===== config.mk =====
export PLATFORM = sky130hd
export DESIGN_NAME = glyph_coverage_expander
export DESIGN_NICKNAME = d
export VERILOG_FILES = /design/src/design/gce_pkg.sv /design/src/design/gce_row_track.sv /design/src/design/gce_pixel_unit.sv /design/src/design/gce_emitter.sv /design/src/design/glyph_coverage_expander.sv
export SDC_FILE = /design/constraint.sdc
export NUM_CORES = 1
export LEC_CHECK = 0
export BUFFER_PORTS_ARGS = -buffer_cell sky130_fd_sc_hd__buf_2
export CORE_ASPECT_RATIO = 0.7
export CORE_MARGIN = 5
export CORE_UTILIZATION = 24
export DETAILED_ROUTE_END_ITERATION = 12
export GPL_TIMING_DRIVEN = 0
export SLEW_MARGIN = 20
export SYNTH_ARGS = -nofsm -noshare
export SYNTH_HDL_FRONTEND = slang
export SYNTH_SLANG_ARGS = --single-unit

===== constraint.sdc =====
create_clock -name i_clk -period 15.4 [get_ports i_clk]
set_clock_uncertainty 0.15 [all_clocks]
set_input_delay 0.77 -clock i_clk [delete_from_list [all_inputs] [get_ports i_clk]]
set_output_delay 0.77 -clock i_clk [all_outputs]
set_load 0.1 [all_outputs]

===== src/design/gce_pkg.sv =====
package gce_pkg;

    localparam int MaxWidth = 32;
    localparam int RowW     = 32;
    localparam int WidthW   = 6;
    localparam int ModeW    = 2;
    localparam int ByteIdxW = 4;

    // coverage mode codes
    localparam logic [ModeW-1:0] ModeBits1 = 2'd0;
    localparam logic [ModeW-1:0] ModeBits2 = 2'd1;
    localparam logic [ModeW-1:0] ModeBits4 = 2'd2;

    // configuration register indexes
    localparam logic CfgGlyphWidth  = 1'b0;
    localparam logic CfgCoverageMode = 1'b1;

    localparam logic [WidthW-1:0] WidthReset = 6'd8;

    // one output row to emit: the pending row and its neighbors
    typedef struct packed {
        logic [RowW-1:0] up;
        logic [RowW-1:0] mid;
        logic [RowW-1:0] down;
        logic            final_row;
        logic            second;
    } t_job;

endpackage


===== src/design/gce_row_track.sv =====
module gce_row_track (
    input  logic                   i_clk,
    input  logic                   i_rst_n,
    input  logic                   i_accept,
    input  logic [gce_pkg::RowW-1:0] i_row_bits,
    input  logic                   i_last_row,
    output gce_pkg::t_job          o_job,
    output logic                   o_job_load
);

    logic [gce_pkg::RowW-1:0] r_above;
    logic [gce_pkg::RowW-1:0] r_centre;
    logic                     r_centre_valid;

    always_comb begin
        if (r_centre_valid) begin
            o_job.up        = r_above;
            o_job.mid       = r_centre;
            o_job.down      = i_row_bits;
            o_job.final_row = 1'b0;
        end else begin
            // single-row glyph: clear rows above and below
            o_job.up        = '0;
            o_job.mid       = i_row_bits;
            o_job.down      = '0;
            o_job.final_row = 1'b1;
        end
        o_job.second = r_centre_valid && i_last_row;
        o_job_load   = i_accept && (r_centre_valid || i_last_row);
    end

    always_ff @(posedge i_clk) begin
        if (!i_rst_n) begin
            r_above        <= '0;
            r_centre       <= '0;
            r_centre_valid <= 1'b0;
        end else if (i_accept) begin
            if (!i_last_row) begin
                r_above        <= r_centre_valid ? r_centre : '0;
                r_centre       <= i_row_bits;
                r_centre_valid <= 1'b1;
            end else begin
                r_above        <= '0;
                r_centre       <= '0;
                r_centre_valid <= 1'b0;
            end
        end
    end

endmodule


===== src/design/gce_pixel_unit.sv =====
module gce_pixel_unit (
    input  logic [gce_pkg::RowW-1:0]     i_up,
    input  logic [gce_pkg::RowW-1:0]     i_mid,
    input  logic [gce_pkg::RowW-1:0]     i_down,
    input  logic [gce_pkg::WidthW-1:0]   i_width,
    input  logic [gce_pkg::ModeW-1:0]    i_mode,
    input  logic [gce_pkg::ByteIdxW-1:0] i_byte_idx,
    output logic [7:0]                   o_byte
);

    logic [gce_pkg::RowW-1:0] mask;
    logic [gce_pkg::RowW+1:0] ue;
    logic [gce_pkg::RowW+1:0] me;
    logic [gce_pkg::RowW+1:0] de;
    logic [3:0]               lv [gce_pkg::RowW];
    logic [gce_pkg::RowW-1:0] raw_shift;

    function automatic logic [3:0] level4(input logic [3:0] n);
        logic [7:0] t;
        t = 8'(n) * 8'd15 + 8'd4;
        if (t[7:3] > 5'd14) begin
            return 4'd14;
        end
        return t[6:3];
    endfunction

    always_comb begin
        logic [3:0] n;
        mask = ~({gce_pkg::RowW{1'b1}} >> i_width);
        // zero pad on both sides so edge columns see clear neighbors
        ue = {1'b0, i_up & mask, 1'b0};
        me = {1'b0, i_mid & mask, 1'b0};
        de = {1'b0, i_down & mask, 1'b0};
        for (int c = 0; c < gce_pkg::RowW; c++) begin
            n = 4'(ue[33-c]) + 4'(ue[32-c]) + 4'(ue[31-c])
              + 4'(de[33-c]) + 4'(de[32-c]) + 4'(de[31-c])
              + 4'(me[33-c]) + 4'(me[31-c]);
            if (me[32-c]) begin
                lv[c] = (i_mode == gce_pkg::ModeBits2) ? 4'd3 : 4'd15;
            end else if (n == 4'd0) begin
                lv[c] = 4'd0;
            end else if (i_mode == gce_pkg::ModeBits2) begin
                lv[c] = (n >= 4'd3) ? 4'd2 : 4'd1;
            end else begin
                lv[c] = level4(n);
            end
        end
    end

    always_comb begin
        logic [5:0] col;
        raw_shift = i_mid >> {~i_byte_idx[1:0], 3'b000};
        o_byte    = 8'd0;
        col       = 6'd0;
        case (i_mode)
            gce_pkg::ModeBits1: begin
                // raw bits pass through, not masked to the width
                o_byte = raw_shift[7:0];
            end
            gce_pkg::ModeBits2: begin
                for (int i = 0; i < 4; i++) begin
                    col = {i_byte_idx[3:0], 2'b00} + 6'(i);
                    if (col < i_width) begin
                        o_byte[7-2*i -: 2] = lv[col[4:0]][1:0];
                    end
                end
            end
            default: begin
                for (int i = 0; i < 2; i++) begin
                    col = {1'b0, i_byte_idx, 1'b0} + 6'(i);
                    if (col < i_width) begin
                        o_byte[7-4*i -: 4] = lv[col[4:0]];
                    end
                end
            end
        endcase
    end

endmodule


===== src/design/gce_emitter.sv =====
module gce_emitter (
    input  logic                       i_clk,
    input  logic                       i_rst_n,
    input  gce_pkg::t_job              i_job,
    input  logic                       i_job_load,
    input  logic [gce_pkg::WidthW-1:0] i_glyph_width,
    input  logic [gce_pkg::ModeW-1:0]  i_coverage_mode,
    input  logic                       i_out_stall,
    output logic                       o_free,
    output logic                       o_out_valid,
    output logic [7:0]                 o_out_byte,
    output logic                       o_row_end,
    output logic                       o_last_byte
);

    gce_pkg::t_job                r_job;
    logic                         r_busy;
    logic [gce_pkg::ByteIdxW-1:0] r_k;
    logic                         r_out_valid;
    logic [7:0]                   r_out_byte;
    logic                         r_row_end;
    logic                         r_last_byte;

    logic [gce_pkg::WidthW-1:0]   width_eff;
    logic [7:0]                   bits_per_row;
    logic [7:0]                   bytes_sum;
    logic [4:0]                   nbytes;
    logic [gce_pkg::ByteIdxW-1:0] last_k;
    logic                         out_free;
    logic                         advance;
    logic                         at_end;
    logic [7:0]                   cur_byte;

    always_comb begin
        width_eff = (i_glyph_width > 6'(gce_pkg::MaxWidth))
                  ? 6'(gce_pkg::MaxWidth) : i_glyph_width;
        case (i_coverage_mode)
            gce_pkg::ModeBits1: bits_per_row = {2'b00, width_eff};
            gce_pkg::ModeBits2: bits_per_row = {1'b0, width_eff, 1'b0};
            default:            bits_per_row = {width_eff, 2'b00};
        endcase
        bytes_sum = bits_per_row + 8'd7;
        nbytes    = bytes_sum[7:3];
        // zero width still emits one byte
        last_k    = (nbytes == 5'd0) ? '0 : 4'(nbytes - 5'd1);
        out_free  = !r_out_valid || !i_out_stall;
        advance   = r_busy && out_free;
        at_end    = (r_k == last_k);
        o_free    = !r_busy || (advance && at_end && !r_job.second);
    end

    gce_pixel_unit u_pixel (
        .i_up       (r_job.up),
        .i_mid      (r_job.mid),
        .i_down     (r_job.down),
        .i_width    (width_eff),
        .i_mode     (i_coverage_mode),
        .i_byte_idx (r_k),
        .o_byte     (cur_byte)
    );

    always_ff @(posedge i_clk) begin
        if (!i_rst_n) begin
            r_busy <= 1'b0;
            r_k    <= '0;
        end else if (i_job_load) begin
            r_busy <= 1'b1;
            r_k    <= '0;
        end else if (advance && at_end) begin
            if (r_job.second) begin
                r_k <= '0;
            end else begin
                r_busy <= 1'b0;
            end
        end else if (advance) begin
            r_k <= r_k + 4'd1;
        end
    end

    always_ff @(posedge i_clk) begin
        if (i_job_load) begin
            r_job <= i_job;
        end else if (advance && at_end && r_job.second) begin
            // second row of the final step: shift the window down one row
            r_job.up        <= r_job.mid;
            r_job.mid       <= r_job.down;
            r_job.down      <= '0;
            r_job.final_row <= 1'b1;
            r_job.second    <= 1'b0;
        end
    end

    always_ff @(posedge i_clk) begin
        if (!i_rst_n) begin
            r_out_valid <= 1'b0;
        end else if (out_free) begin
            r_out_valid <= advance;
        end
    end

    always_ff @(posedge i_clk) begin
        if (advance) begin
            r_out_byte  <= cur_byte;
            r_row_end   <= at_end;
            r_last_byte <= at_end && r_job.final_row;
        end
    end

    assign o_out_valid = r_out_valid;
    assign o_out_byte  = r_out_byte;
    assign o_row_end   = r_row_end;
    assign o_last_byte = r_last_byte;

endmodule


===== src/design/glyph_coverage_expander.sv =====
// glyph coverage expander
// input channel: one bitmap row per item (i_row_bits, column 0 at bit 31) with
// i_last_row marking the final row; accepted when i_in_valid is high and
// o_in_stall is low.
// output channel: one packed byte per item on o_out_byte, with o_row_end on the
// last byte of a row and o_last_byte on the last byte of the glyph; taken when
// o_out_valid is high and i_out_stall is low.
// the first row of a glyph gives no bytes unless it is also the final row; each
// later row releases the row before it, and the final row releases both
// remaining rows. a released row enters the emitter job register and its bytes
// then the output register. throughput: one byte per cycle while the receiver
// does not stall; a row gives max(1, (width*bpp+7)/8) bytes (up to 16), counted
// by the emitter byte counter, and a final row with a pending row gives twice
// that. the next row is accepted in the cycle the last byte of the current one
// moves into the output register. when the receiver stalls the output register
// holds and o_in_stall rises once the emitter has work queued. reset clears the
// row history and the emitter, and sets the glyph width to 8 and the mode to 1
// bit per pixel. the user makes configuration writes through i_cfg_wr_en,
// i_cfg_index, i_cfg_data only while idle; the block does not enforce this.
module glyph_coverage_expander (
    input  logic                         i_clk,
    input  logic                         i_rst_n,
    input  logic                         i_in_valid,
    output logic                         o_in_stall,
    input  logic [gce_pkg::RowW-1:0]     i_row_bits,
    input  logic                         i_last_row,
    output logic                         o_out_valid,
    input  logic                         i_out_stall,
    output logic [7:0]                   o_out_byte,
    output logic                         o_row_end,
    output logic                         o_last_byte,
    input  logic                         i_cfg_wr_en,
    input  logic                         i_cfg_index,
    input  logic [gce_pkg::WidthW-1:0]   i_cfg_data
);

    logic [gce_pkg::WidthW-1:0] r_glyph_width;
    logic [gce_pkg::ModeW-1:0]  r_coverage_mode;

    gce_pkg::t_job job;
    logic          job_load;
    logic          free;
    logic          accept;

    assign o_in_stall = !free;
    assign accept     = i_in_valid && free;

    always_ff @(posedge i_clk) begin
        if (!i_rst_n) begin
            r_glyph_width   <= gce_pkg::WidthReset;
            r_coverage_mode <= gce_pkg::ModeBits1;
        end else if (i_cfg_wr_en) begin
            case (i_cfg_index)
                gce_pkg::CfgGlyphWidth:   r_glyph_width   <= i_cfg_data;
                gce_pkg::CfgCoverageMode: r_coverage_mode <= i_cfg_data[1:0];
                default: ;
            endcase
        end
    end

    gce_row_track u_track (
        .i_clk      (i_clk),
        .i_rst_n    (i_rst_n),
        .i_accept   (accept),
        .i_row_bits (i_row_bits),
        .i_last_row (i_last_row),
        .o_job      (job),
        .o_job_load (job_load)
    );

    gce_emitter u_emit (
        .i_clk           (i_clk),
        .i_rst_n         (i_rst_n),
        .i_job           (job),
        .i_job_load      (job_load),
        .i_glyph_width   (r_glyph_width),
        .i_coverage_mode (r_coverage_mode),
        .i_out_stall     (i_out_stall),
        .o_free          (free),
        .o_out_valid     (o_out_valid),
        .o_out_byte      (o_out_byte),
        .o_row_end       (o_row_end),
        .o_last_byte     (o_last_byte)
    );

endmodule


# After elaboration in Yosys (flattened, before gate mapping)
# Index checks and enable logic that the tools add are counted.
[word_totals] regBits=187 elab_cells=820
[classes] n_addsub=256 n_mul=32 order_cmp=77 n_eq_ne=4 shifts=2 n_mux=362 bitwise_logic=13 n_reduce_logical=58
[op_table] op="2-to-1 mux 4 bit" n=171
[op_table] op="adder 4 x 1 -> 4 bit" n=124
[op_table] op="adder 8 x 3 -> 8 bit (second input constant)" n=33
[op_table] op="multiplier 4 x 4 -> 8 bit (second input constant)" n=32
[op_table] op="2-to-1 mux 98 bit" n=2
[op_table] op="greater-than comparator 5 x 4 -> 1 bit (second input constant)" n=32
[op_table] op="2-to-1 mux 1 bit" n=132
[op_table] op=">= comparator 4 x 2 -> 1 bit (second input constant)" n=32
[op_table] op="zero test 4 bit" n=32
[op_table] op="adder 3 x 1 -> 4 bit" n=31
[op_table] op="binary-select mux 4 bit (select 5 bit)" n=6
[op_table] op="2-to-1 mux 97 bit" n=1
[op_table] op="bitwise AND 32 bit" n=3
[op_table] op="2-to-1 mux 32 bit" n=3
[op_table] op="adder 2 x 1 -> 3 bit" n=31
[op_table] op="2-to-1 mux 2 bit" n=44
[op_table] op="adder 1 x 1 -> 2 bit" n=31
[op_table] op=">= comparator 6 bit (second input constant)" n=6
[op_table] op="NOT 5 -> 6 bit" n=6
[op_table] op="NOT 32 bit" n=1
[op_table] op="case mux 8 bit (2 select lines)" n=2
[op_table] op=">> shifter 32 x 5 -> 8 bit" n=1
[op_table] op=">> shifter 32 x 6 -> 32 bit (first input constant)" n=1
[op_table] op="< comparator 6 bit" n=5
[op_table] op="22 further kinds" n=42

# Longest topological paths before layout
# Gate-level depths: netlist of the first run.
[logic_depth] word_depth=28 ltp_mapped=30 ltp_nobuf=28

# By module
# A second synthesis of the first run with hierarchy kept.
[hier_totals] cells_unflattened=2951 area_unflattened_um2=28237.1
[by_module_without_submodules] mod="gce_pixel_unit" n_inst=1 cells_per_inst=2185 area_per_inst_um2=19093.3 seq_area_each_um2=0.0
[by_module_without_submodules] mod="gce_emitter" n_inst=1 cells_per_inst=329 area_per_inst_um2=5057.4 seq_area_each_um2=3363.2
[by_module_without_submodules] mod="gce_row_track" n_inst=1 cells_per_inst=401 area_per_inst_um2=3746.1 seq_area_each_um2=1301.2
[by_module_without_submodules] mod="glyph_coverage_expander" n_inst=1 cells_per_inst=36 area_per_inst_um2=340.3 seq_area_each_um2=160.2

# Least setup slack after synthesis of the first run
# OpenSTA, ideal clock, no wires.
[synth_path] kind="register to register" from="register r_glyph_width[1] in the netlist's numbering" to="register u_emit.r_job[0] in the netlist's numbering (enable)" arrival_ps=10225 setup_slack_ps=4335 stages_incl_launch_ff=16 path_buffers=2 period_less_slack_ps=11065 path_cell_list="dfxtp_1 -> buf_2 -> nand2b_1 -> a2111oi_0 -> a221oi_1 -> o32ai_1 -> inv_1 -> ha_1 -> a2111oi_0 -> nor2_1 -> o41ai_1 -> mux2i_1 -> a32o_1 -> or2_1 -> buf_6 -> o21ai_0"
[synth_via] elab_chain_cells=13 elab_cells_between_ends=15 classes_between="add/sub: 2; order compare: 1; eq/ne: 1; mux: 3; reduce/logical: 8"
[synth_lines] element="start: declaration" line="glyph_coverage_expander.sv:37" text="logic [gce_pkg::WidthW-1:0] r_glyph_width;"
[synth_lines] element="start signal: assignment" line="glyph_coverage_expander.sv:50" text="r_glyph_width <= gce_pkg::WidthReset;"
[synth_lines] element="start signal: assignment" line="glyph_coverage_expander.sv:54" text="gce_pkg::CfgGlyphWidth: r_glyph_width <= i_cfg_data;"
[synth_lines] element="greater-than comparator 6 bit" line="gce_emitter.sv:35" text="width_eff = (i_glyph_width > 6'(gce_pkg::MaxWidth))"
[synth_lines] element="2-to-1 mux 6 bit (*)" line="gce_emitter.sv:36" text="? 6'(gce_pkg::MaxWidth) : i_glyph_width;"
[synth_lines] element="case mux 8 bit (2 select lines) (*)" line="gce_emitter.sv:37" text="case (i_coverage_mode)"
[synth_lines] element="adder 8 x 3 -> 8 bit (*)" line="gce_emitter.sv:42" text="bytes_sum = bits_per_row + 8'd7;"
[synth_lines] element="subtractor 4 x 1 -> 4 bit or zero test 5 bit (tied branches)" line="gce_emitter.sv:45" text="last_k = (nbytes == 5'd0) ? '0 : 4'(nbytes - 5'd1);"
[synth_lines] element="2-to-1 mux 4 bit (*)" line="gce_emitter.sv:45"
[synth_lines] element="equality test 4 bit (*)" line="gce_emitter.sv:48" text="at_end = (r_k == last_k);"
[synth_lines] element="logical AND 1 bit (*)" line="gce_emitter.sv:49, gce_emitter.sv:83"
[synth_lines] element="logical AND 1 bit" line="gce_emitter.sv:49" text="o_free = !r_busy || (advance && at_end && !r_job.second);"
[synth_lines] element="logical OR 1 bit" line="gce_emitter.sv:49"
[synth_lines] element="logical AND 1 bit" line="glyph_coverage_expander.sv:46" text="assign accept = i_in_valid && free;"
[synth_lines] element="logical AND 1 bit" line="gce_row_track.sv:29" text="o_job_load = i_accept && (r_centre_valid || i_last_row);"
[synth_lines] element="nonzero test 2 bit (no line) (*)"
[synth_lines] element="end signal: assignment" line="gce_emitter.sv:82" text="r_job <= i_job;"
[synth_lines] element="end: declaration" line="gce_emitter.sv:16" text="gce_pkg::t_job r_job;"
# Mark *: on every way between the ends. The rest lies on a longest branch, timed or not.
# A chain may end at the register's enable or synchronous reset.

# Worst setup path after layout of the first run
[layout_path] from="register r_glyph_width[2] in the netlist's numbering" to="register u_emit.r_out_byte[5], in the netlist u_emit.o_out_byte[5], data pin"
[layout_via] elab_chain_cells=28 elab_cells_between_ends=683 classes_between="add/sub: 249; mul: 32; order compare: 67; shift: 1; mux: 298; bitwise: 4; reduce/logical: 32"
[layout_lines] element="greater-than comparator 6 bit" line="gce_emitter.sv:35"
[layout_lines] element="2-to-1 mux 6 bit (*)" line="gce_emitter.sv:36"
[layout_lines] element=">> shifter 32 x 6 -> 32 bit" line="gce_pixel_unit.sv:29" text="mask = ~({gce_pkg::RowW{1'b1}} >> i_width);"
[layout_lines] element="NOT 32 bit" line="gce_pixel_unit.sv:29"
[layout_lines] element="bitwise AND 32 bit" line="gce_pixel_unit.sv:31" text="ue = {1'b0, i_up & mask, 1'b0};"
[layout_lines] element="adder 1 x 1 -> 2 bit" line="gce_pixel_unit.sv:35" text="n = 4'(ue[33-c]) + 4'(ue[32-c]) + 4'(ue[31-c])"
[layout_lines] element="adder 2 x 1 -> 3 bit" line="gce_pixel_unit.sv:35"
[layout_lines] element="adder 3 x 1 -> 4 bit" line="gce_pixel_unit.sv:36" text="+ 4'(de[33-c]) + 4'(de[32-c]) + 4'(de[31-c])"
[layout_lines] element="[12 not listed]"
[layout_lines] element="2-to-1 mux 4 bit" line="gce_pixel_unit.sv:42" text="end else if (i_mode == gce_pkg::ModeBits2) begin"
[layout_lines] element="2-to-1 mux 4 bit" line="gce_pixel_unit.sv:40" text="end else if (n == 4'd0) begin"
[layout_lines] element="2-to-1 mux 4 bit" line="gce_pixel_unit.sv:38" text="if (me[32-c]) begin"
[layout_lines] element="binary-select mux 4 bit (select 5 bit) (on tied branches)" line="gce_pixel_unit.sv:72, gce_pixel_unit.sv:64"
[layout_lines] element="2-to-1 mux 4 bit (not written as such) or 2-to-1 mux 2 bit (tied branches) (2 in series)" line="gce_pixel_unit.sv:72, gce_pixel_unit.sv:64"
[layout_lines] element="2-to-1 mux 4 bit or 2-to-1 mux 2 bit (tied branches)" line="gce_pixel_unit.sv:71, gce_pixel_unit.sv:63"
[layout_lines] element="case mux 8 bit (2 select lines) (*)" line="gce_pixel_unit.sv:55" text="case (i_mode)"
[layout_lines] element="net u_emit.cur_byte[5]" line="gce_emitter.sv:32" text="logic [7:0] cur_byte;"
[layout_lines] element="end signal: assignment" line="gce_emitter.sv:103" text="r_out_byte <= cur_byte;"
[layout_lines] element="end: declaration" line="gce_emitter.sv:20" text="logic [7:0] r_out_byte;"
# Mark *: on every way through the listed nets, which the timed path passes. The rest lies on a longest branch. The select of a mux whose other input is x is not followed.

==> results of run 1 <==
power by group:
part / internal, W / switching, W / total [W]
Sequential: 0.000584 / 0.0000487 / 0.000632
Combinational: 0.00151 / 0.00222 / 0.00373
Clock: 0.000238 / 0.000246 / 0.000484
per-stage QoR:
step	total power [W]	utilization (%)	hold slack, ns	cell area, sq um	worst slack, ns
global placement	0.00417	26.1	0.295	29000	-0.290
detailed placement	0.00424	26.3	0.302	29100	6.05
finish	0.00485	26.8	0.309	29800	5.71
CTS	0.00478	26.8	0.313	29800	6.01
global route	0.00528	26.8	0.329	29800	5.49
floorplan	0.00319	-	0.278	26900	4.33
final timing paths:
path	start	to	slack [ns]	cells past startpoint
worst max-delay path	r_glyph_width[2]	u_emit.o_out_byte[5]	5.71	27
worst min-delay path	u_track.r_above[19]	u_track.r_above[19]	0.31	2
worst max register to register	r_glyph_width[2]	u_emit.o_out_byte[5]	5.71	27
worst min register to register	u_track.r_above[19]	u_track.r_above[19]	0.31	2
state kept, by name (all words and copies together) (netlist names):
| signal | count |
|---|---|
| u_track.r_above | 32 |
| u_emit.r_busy | 1 |
| r_glyph_width | 6 |
| u_emit.o_last_byte | 1 |
| u_emit.o_out_valid | 1 |
| u_track.r_centre | 32 |
| u_emit.o_out_byte | 8 |
| u_emit.r_job | 98 |
| r_coverage_mode | 2 |
| u_emit.o_row_end | 1 |
| u_track.r_centre_valid | 1 |
| u_emit.r_k | 4 |
cells in the final DEF (no fill, tap or decap), drive strengths merged, types with 7 or more instances in the layout:
master	n
a21boi	8
a32oi	12
mux2i	10
nor2b	16
a21oi	93
ha	479
o31ai	18
nor3	14
edfxtp	108
o21a	7
a21o	95
o211ai	18
mux2	67
inv	411
o21ai	170
a32o	12
clkbuf	96
and3	40
dfxtp	79
xnor2	87
mux4	10
buf	99
and2	48
a221oi	8
a22o	34
a311oi	13
xor2	37
or3	14
a211oi	23
a22oi	7
nand2b	14
nand2	277
nor2	68
nand4b	32
a31oi	15
fa	237
nand3	73
critical path, stage by stage, from the launching register on:
cell and delay [ns]:
dfxtp_1 0.35, buf_2 0.21, clkbuf_1 0.36, clkbuf_1 0.60
a211oi_1 0.10, o21ai_0 0.62, and2_1 0.46, inv_1 0.12
fa_1 0.54, fa_1 0.45, fa_1 0.49, inv_1 0.04
ha_1 0.19, fa_1 0.39, xor2_1 0.50, inv_1 0.20
fa_1 0.54, inv_1 0.05, ha_1 0.29, ha_1 0.27
inv_1 0.05, fa_1 0.54, nand3_1 0.08, a31oi_1 0.40
a211o_1 0.27, a211oi_1 0.10, a2111oi_0 0.55, o31ai_1 0.38
final cells by class:
class,instances,share of cell area [%]
sequential,187,16.2
inverter,403,5.08
clock inverter,14,0.572
multi-input combinational,2139,67.3
antenna,3,0.0252
buffer,115,1.81
tap,1456,6.12
timing repair buffer,62,1.44
clock buffer,18,1.48
kinds of logic (layout without fill, tap and decap cells):
family / after synthesis / in the layout / synth area share (%)
compound gates: 594 / 594 / 15.0
xor+xnor: 124 / 124 / 4.04
fa+ha+maj: 716 / 716 / 39.9
buf+inv: 518 / 612 / 7.62
flops: 187 / 187 / 17.9
mux: 87 / 87 / 4.38
other cells: 0 / 3 / 0
simple gates: 618 / 618 / 11.1
per-layer routing:
layer / vias up / wire length, microns
met5: - / 13
met4: 2 / 1210
met3: 98 / 13300
met2: 1053 / 32300
met1: 10620 / 45700
li1: 9813 / -
==> metrics.txt, run 1 <==
status=finished, final reports clean; FF+latch count, synth=187; Buffers on Ports=55; final std cells w/o fill=4397; Post-synth EDFFs=108; Die Height=290 microns; DR vias=21586; GPL Wtd Cong=0.982; final wirelength=92500 microns; CTS sink cnt=187; global-route usage over all layers=15.1%; Bufs on Longest Clock Path=2; Peak VDD IR=0.122 mV; slew margin rel.=14.2%; worst-margin pin slew=1.29 ns; Fill cells=11723; Max Fclk=103 MHz; DR iter-0 viols=2818; fraction of layout cells with a size suffix above 1=7.39%; initial antenna violation count=8; Final ANT Viol Nets=0; H-tree depth=4; Synth area leader=ha_1; vias in the first global route=20777; number of instances in the placed design=4362; Final period util=62.9%; Post-Route Setup TNS=0 ns; Critical Path AT=9.67 ns; WS Path Type=reg2reg; pin count of the biggest net entering global routing=24; Max FO, Critical Path=10; Final Critical Period=9.69 ns; Via-to-Cell Ratio=4.91; CTS tree=yes; post-synthesis async set-or-reset flop share=0%; GRT overflow=0; clock slew at reported path FFs=0.12 ns; Initial Util=24.2%; first-pass GRT wire length=136000 microns; number of CTS-inserted buffers=17; Routed WL per cell=21.0 microns; syn avg cell area=9.45 sq um; Post-CTS Setup Repair Bufs=0; area of the multi-input gates=20000 sq um; Post-Syn Area=26900 sq um; HP Class=reg2reg; DPL Wire Length=77300 microns; # hold bufs at CTS=0; Initial DRT Pass Iterations=10; prevailing post-synth register cell=edfxtp_1; Seq/Total Area, Yosys=17.9%; most frequent cell after synthesis=ha_1; worst skew pair latency=0.49 ns; top area cells in the synthesized netlist=ha_1 (22%), fa_1 (18%), edfxtp_1 (12%), dfxtp_1 (5.9%), inv_1 (5.6%); global route hottest layer=met1; Final setup viols=0; met1 usage=24.0%; Yosys Warn Count=0; I/O pins=57; nets@finish=3686; GR Util met3=6.21%; syn_nets=3605; Worst setup EP type=flop; Root Driver=clkbuf_16; CTS resizes=0; Cell variety after synth=77; Slew Viols, Final=0; critical path required time=15.39 ns; Cell Rows=102; RSZ-0062 raised after global routing=false; Core ar.=111000 sq um; PD cells=163 nW/um^2; leakage power=14.5 nW; post-synth top area share=22.3%; Max-Cap Viols=0; M2 GR Usage=18.8%; DRC=0; synthesized instance count=2844; Startpoint Class=flop; Hold Vio Cnt, Final=0; Area growth syn-to-layout=10.7%; synth cell count leaders=ha_1 (479), inv_1 (401), nand2_1 (277); sequential cell area=4820 sq um; width of the chip=410 microns; die area=119000 sq um
Power figures use the tool's default switching activity.
==> run 2: changes to the inputs <==
==> constraint.sdc (replaced) <==
create_clock -name i_clk -period 9.3 [get_ports i_clk]
set_clock_uncertainty 0.15 [all_clocks]
set_input_delay 0.465 -clock i_clk [delete_from_list [all_inputs] [get_ports i_clk]]
set_output_delay 0.465 -clock i_clk [all_outputs]
set_load 0.1 [all_outputs]
==> run 2 against run 1 <==
Worst hold slack worse by 0.17 ns. Largest power group unchanged. Critical path depth unchanged. Clock power up 56%. Critical endpoint is now u_emit.o_out_byte[6]. Register-to-register slack worse by 5.6 ns. Core utilization up 0.053 points. Die area unchanged. Count of clock-buffer cells in the layout up 1. Final cell count about the same. Via count up 0.26%. Critical path type unchanged. First-iteration DRC count down 14%. Highest routed layer unchanged. Sequential share of layout area about the same.
==> metrics.txt, run 2 (synthesis gave the netlist of run 1 again) <==
status=finished, final reports clean; DR vias=21643 (+0.26%); Startpoint Class=flop; critical path required time=9.38 ns (-6.01 ns); Root Driver=clkbuf_16; Initial DRT Pass Iterations=6 (-4); Fill cells=11803 (+0.68%); Hold Vio Cnt, Final=0 (unchanged); Critical Path AT=9.27 ns (-0.40 ns); DR iter-0 viols=2411 (-14%); die area=119000 sq um (unchanged); Core ar.=111000 sq um (unchanged); DPL Wire Length=77600 microns (+0.46%); setup slack at placement=-0.476 ns (-6.53 ns); Max FO, Critical Path=10 (unchanged); slew margin rel.=7.24% (-7.0 points); max incr delay on CP=0.56 ns (-0.06 ns); leakage power=14.5 nW (about the same); number of CTS-inserted buffers=17 (unchanged); PD cells=266 nW/um^2 (+63%); first-pass GRT wire length=135000 microns (-0.47%); width of the chip=410 microns (unchanged); HP Class=in2reg; most frequent cells in the layout=ha_1 (479), inv_1 (401), nand2_1 (277), fa_1 (237), o21ai_0 (156); max FFs per register=98 (unchanged); commonest non-fill, non-tap cell in the layout=ha_1; Slew Viols, Final=0 (unchanged); Final ANT Viol Nets=0 (unchanged); Cell Rows=102 (unchanged); Pwr Total=0.00794 W (+64%); RSZ-0062 raised after global routing=false; GRT overflow=0 (unchanged); initial antenna violation count=5 (-3); I/O pins=57 (unchanged); Bufs on Longest Clock Path=2 (unchanged); Post-Route Setup TNS=0 ns (unchanged); # hold bufs at CTS=0 (unchanged); nets@finish=3686 (unchanged); clock slew at reported path FFs=0.11 ns (about the same); Via-to-Cell Ratio=4.93 (+0.33%); WS Path Type=reg2reg; Max Fclk=109 MHz (+5.5%); Final Critical Period=9.18 ns (-0.502 ns); Biggest register=u_emit.r_job; vias in the first global route=20712 (-0.31%); CTS tree=yes; Regs by FF count=u_emit.r_job x98, u_track.r_above x32, u_track.r_centre x32; CTS sink cnt=187 (unchanged); fraction of layout cells with a size suffix above 1=7.96% (+0.58 points); Final period util=98.7% (+36 points); final wirelength=93100 microns (+0.64%); WHS=0.134 ns (-0.175 ns); slowest stage cell, crit path=a311oi_1; diodes inserted=0 (-3); Routed WL per cell=21.2 microns (+0.71%); pin count of the biggest net entering global routing=22 (-8.3%); global-route usage over all layers=15.1% (+0.019 points); Final setup viols=0 (unchanged); H-tree depth=4 (unchanged); Area growth syn-to-layout=11.0%; Initial Util=24.2% (unchanged); crit-path most repeated cell=fa_1; worst skew pair latency=0.47 ns (-0.02 ns); PnR worst setup slack=0.116 ns (-5.60 ns); DRC=0 (unchanged); Die Height=290 microns (unchanged); GPL Wtd Cong=0.986 (+0.42%); Peak VDD IR=0.240 mV (+96%); Buffers on Ports=55 (unchanged); Max-Cap Viols=0 (unchanged); Worst setup EP type=flop; worst-margin pin slew=1.37 ns (+0.0875 ns)
run 2: critical path: cells and delay by family (launching register included):
family | cells | cell delay (ns)
AO/OA/AOI/OAI | 6 | 1.86
multiplexers | 1 | 0.51
adder cells (fa/ha/maj) | 9 | 3.47
buffers and inverters | 7 | 1.36
XOR/XNOR | 3 | 0.79
flip-flops | 1 | 0.32
AND/OR/NAND/NOR | 1 | 0.48
run 2: final timing paths:
check                      start                   end  slack (ns)  depth (start not counted)
max             r_glyph_width[2]  u_emit.o_out_byte[6]        0.12                         27
min               i_row_bits[26]  u_track.r_centre[26]        0.13                          3
max reg2reg     r_glyph_width[2]  u_emit.o_out_byte[6]        0.12                         27
min reg2reg  u_track.r_above[16]   u_track.r_above[16]        0.31                          2
run 2: per-layer routing:
metal	routed length, microns	global-route usage (%)	part of all wire, %
met4	1490	2.31	1.6
met5	206	1.24	0.22
met3	14100	7.38	15
met1	44500	23.1	48
met2	32800	18.7	35
run 2: repair_timing:
| action | in CTS | in global routing |
|---|---|---|
| setup buffers | 0 | 0 |
| pin swaps | 0 | 0 |
| endpoints found under the setup margin | 3 | 4 |
| resized for setup | 4 | 18 |
run 2: through the flow:
| stage | utilization, % | std cells | instance area (sq um) |
|---|---|---|---|
| after floorplan | - | 2844 | 26900 |
| after global placement | 26.1 | 4355 | 29000 |
| after detailed placement | 26.3 | 4361 | 29100 |
| after CTS | 26.8 | 4393 | 29700 |
| after global routing | 26.9 | 4394 | 29800 |
| final | 26.9 | 4394 | 29800 |
run 2: area by class of cell:
type                       instances  area [sq um]  area share, %
buffer                           115           541           1.81
inverter                         403          1510           5.07
clock inverter                    13           131          0.440
clock buffer                      19           453           1.52
multi-input combinational       2139         20100           67.5
sequential                       187          4820           16.2
tap                             1456          1820           6.11
timing repair buffer              62           419           1.41
run 2: power breakdown:
group          internal [W]  leakage [nW]  switching (W)
registers          0.000967          1.67      0.0000836
clock network      0.000370         0.285       0.000387
logic               0.00250          12.5        0.00363
total               0.00384          14.5        0.00410
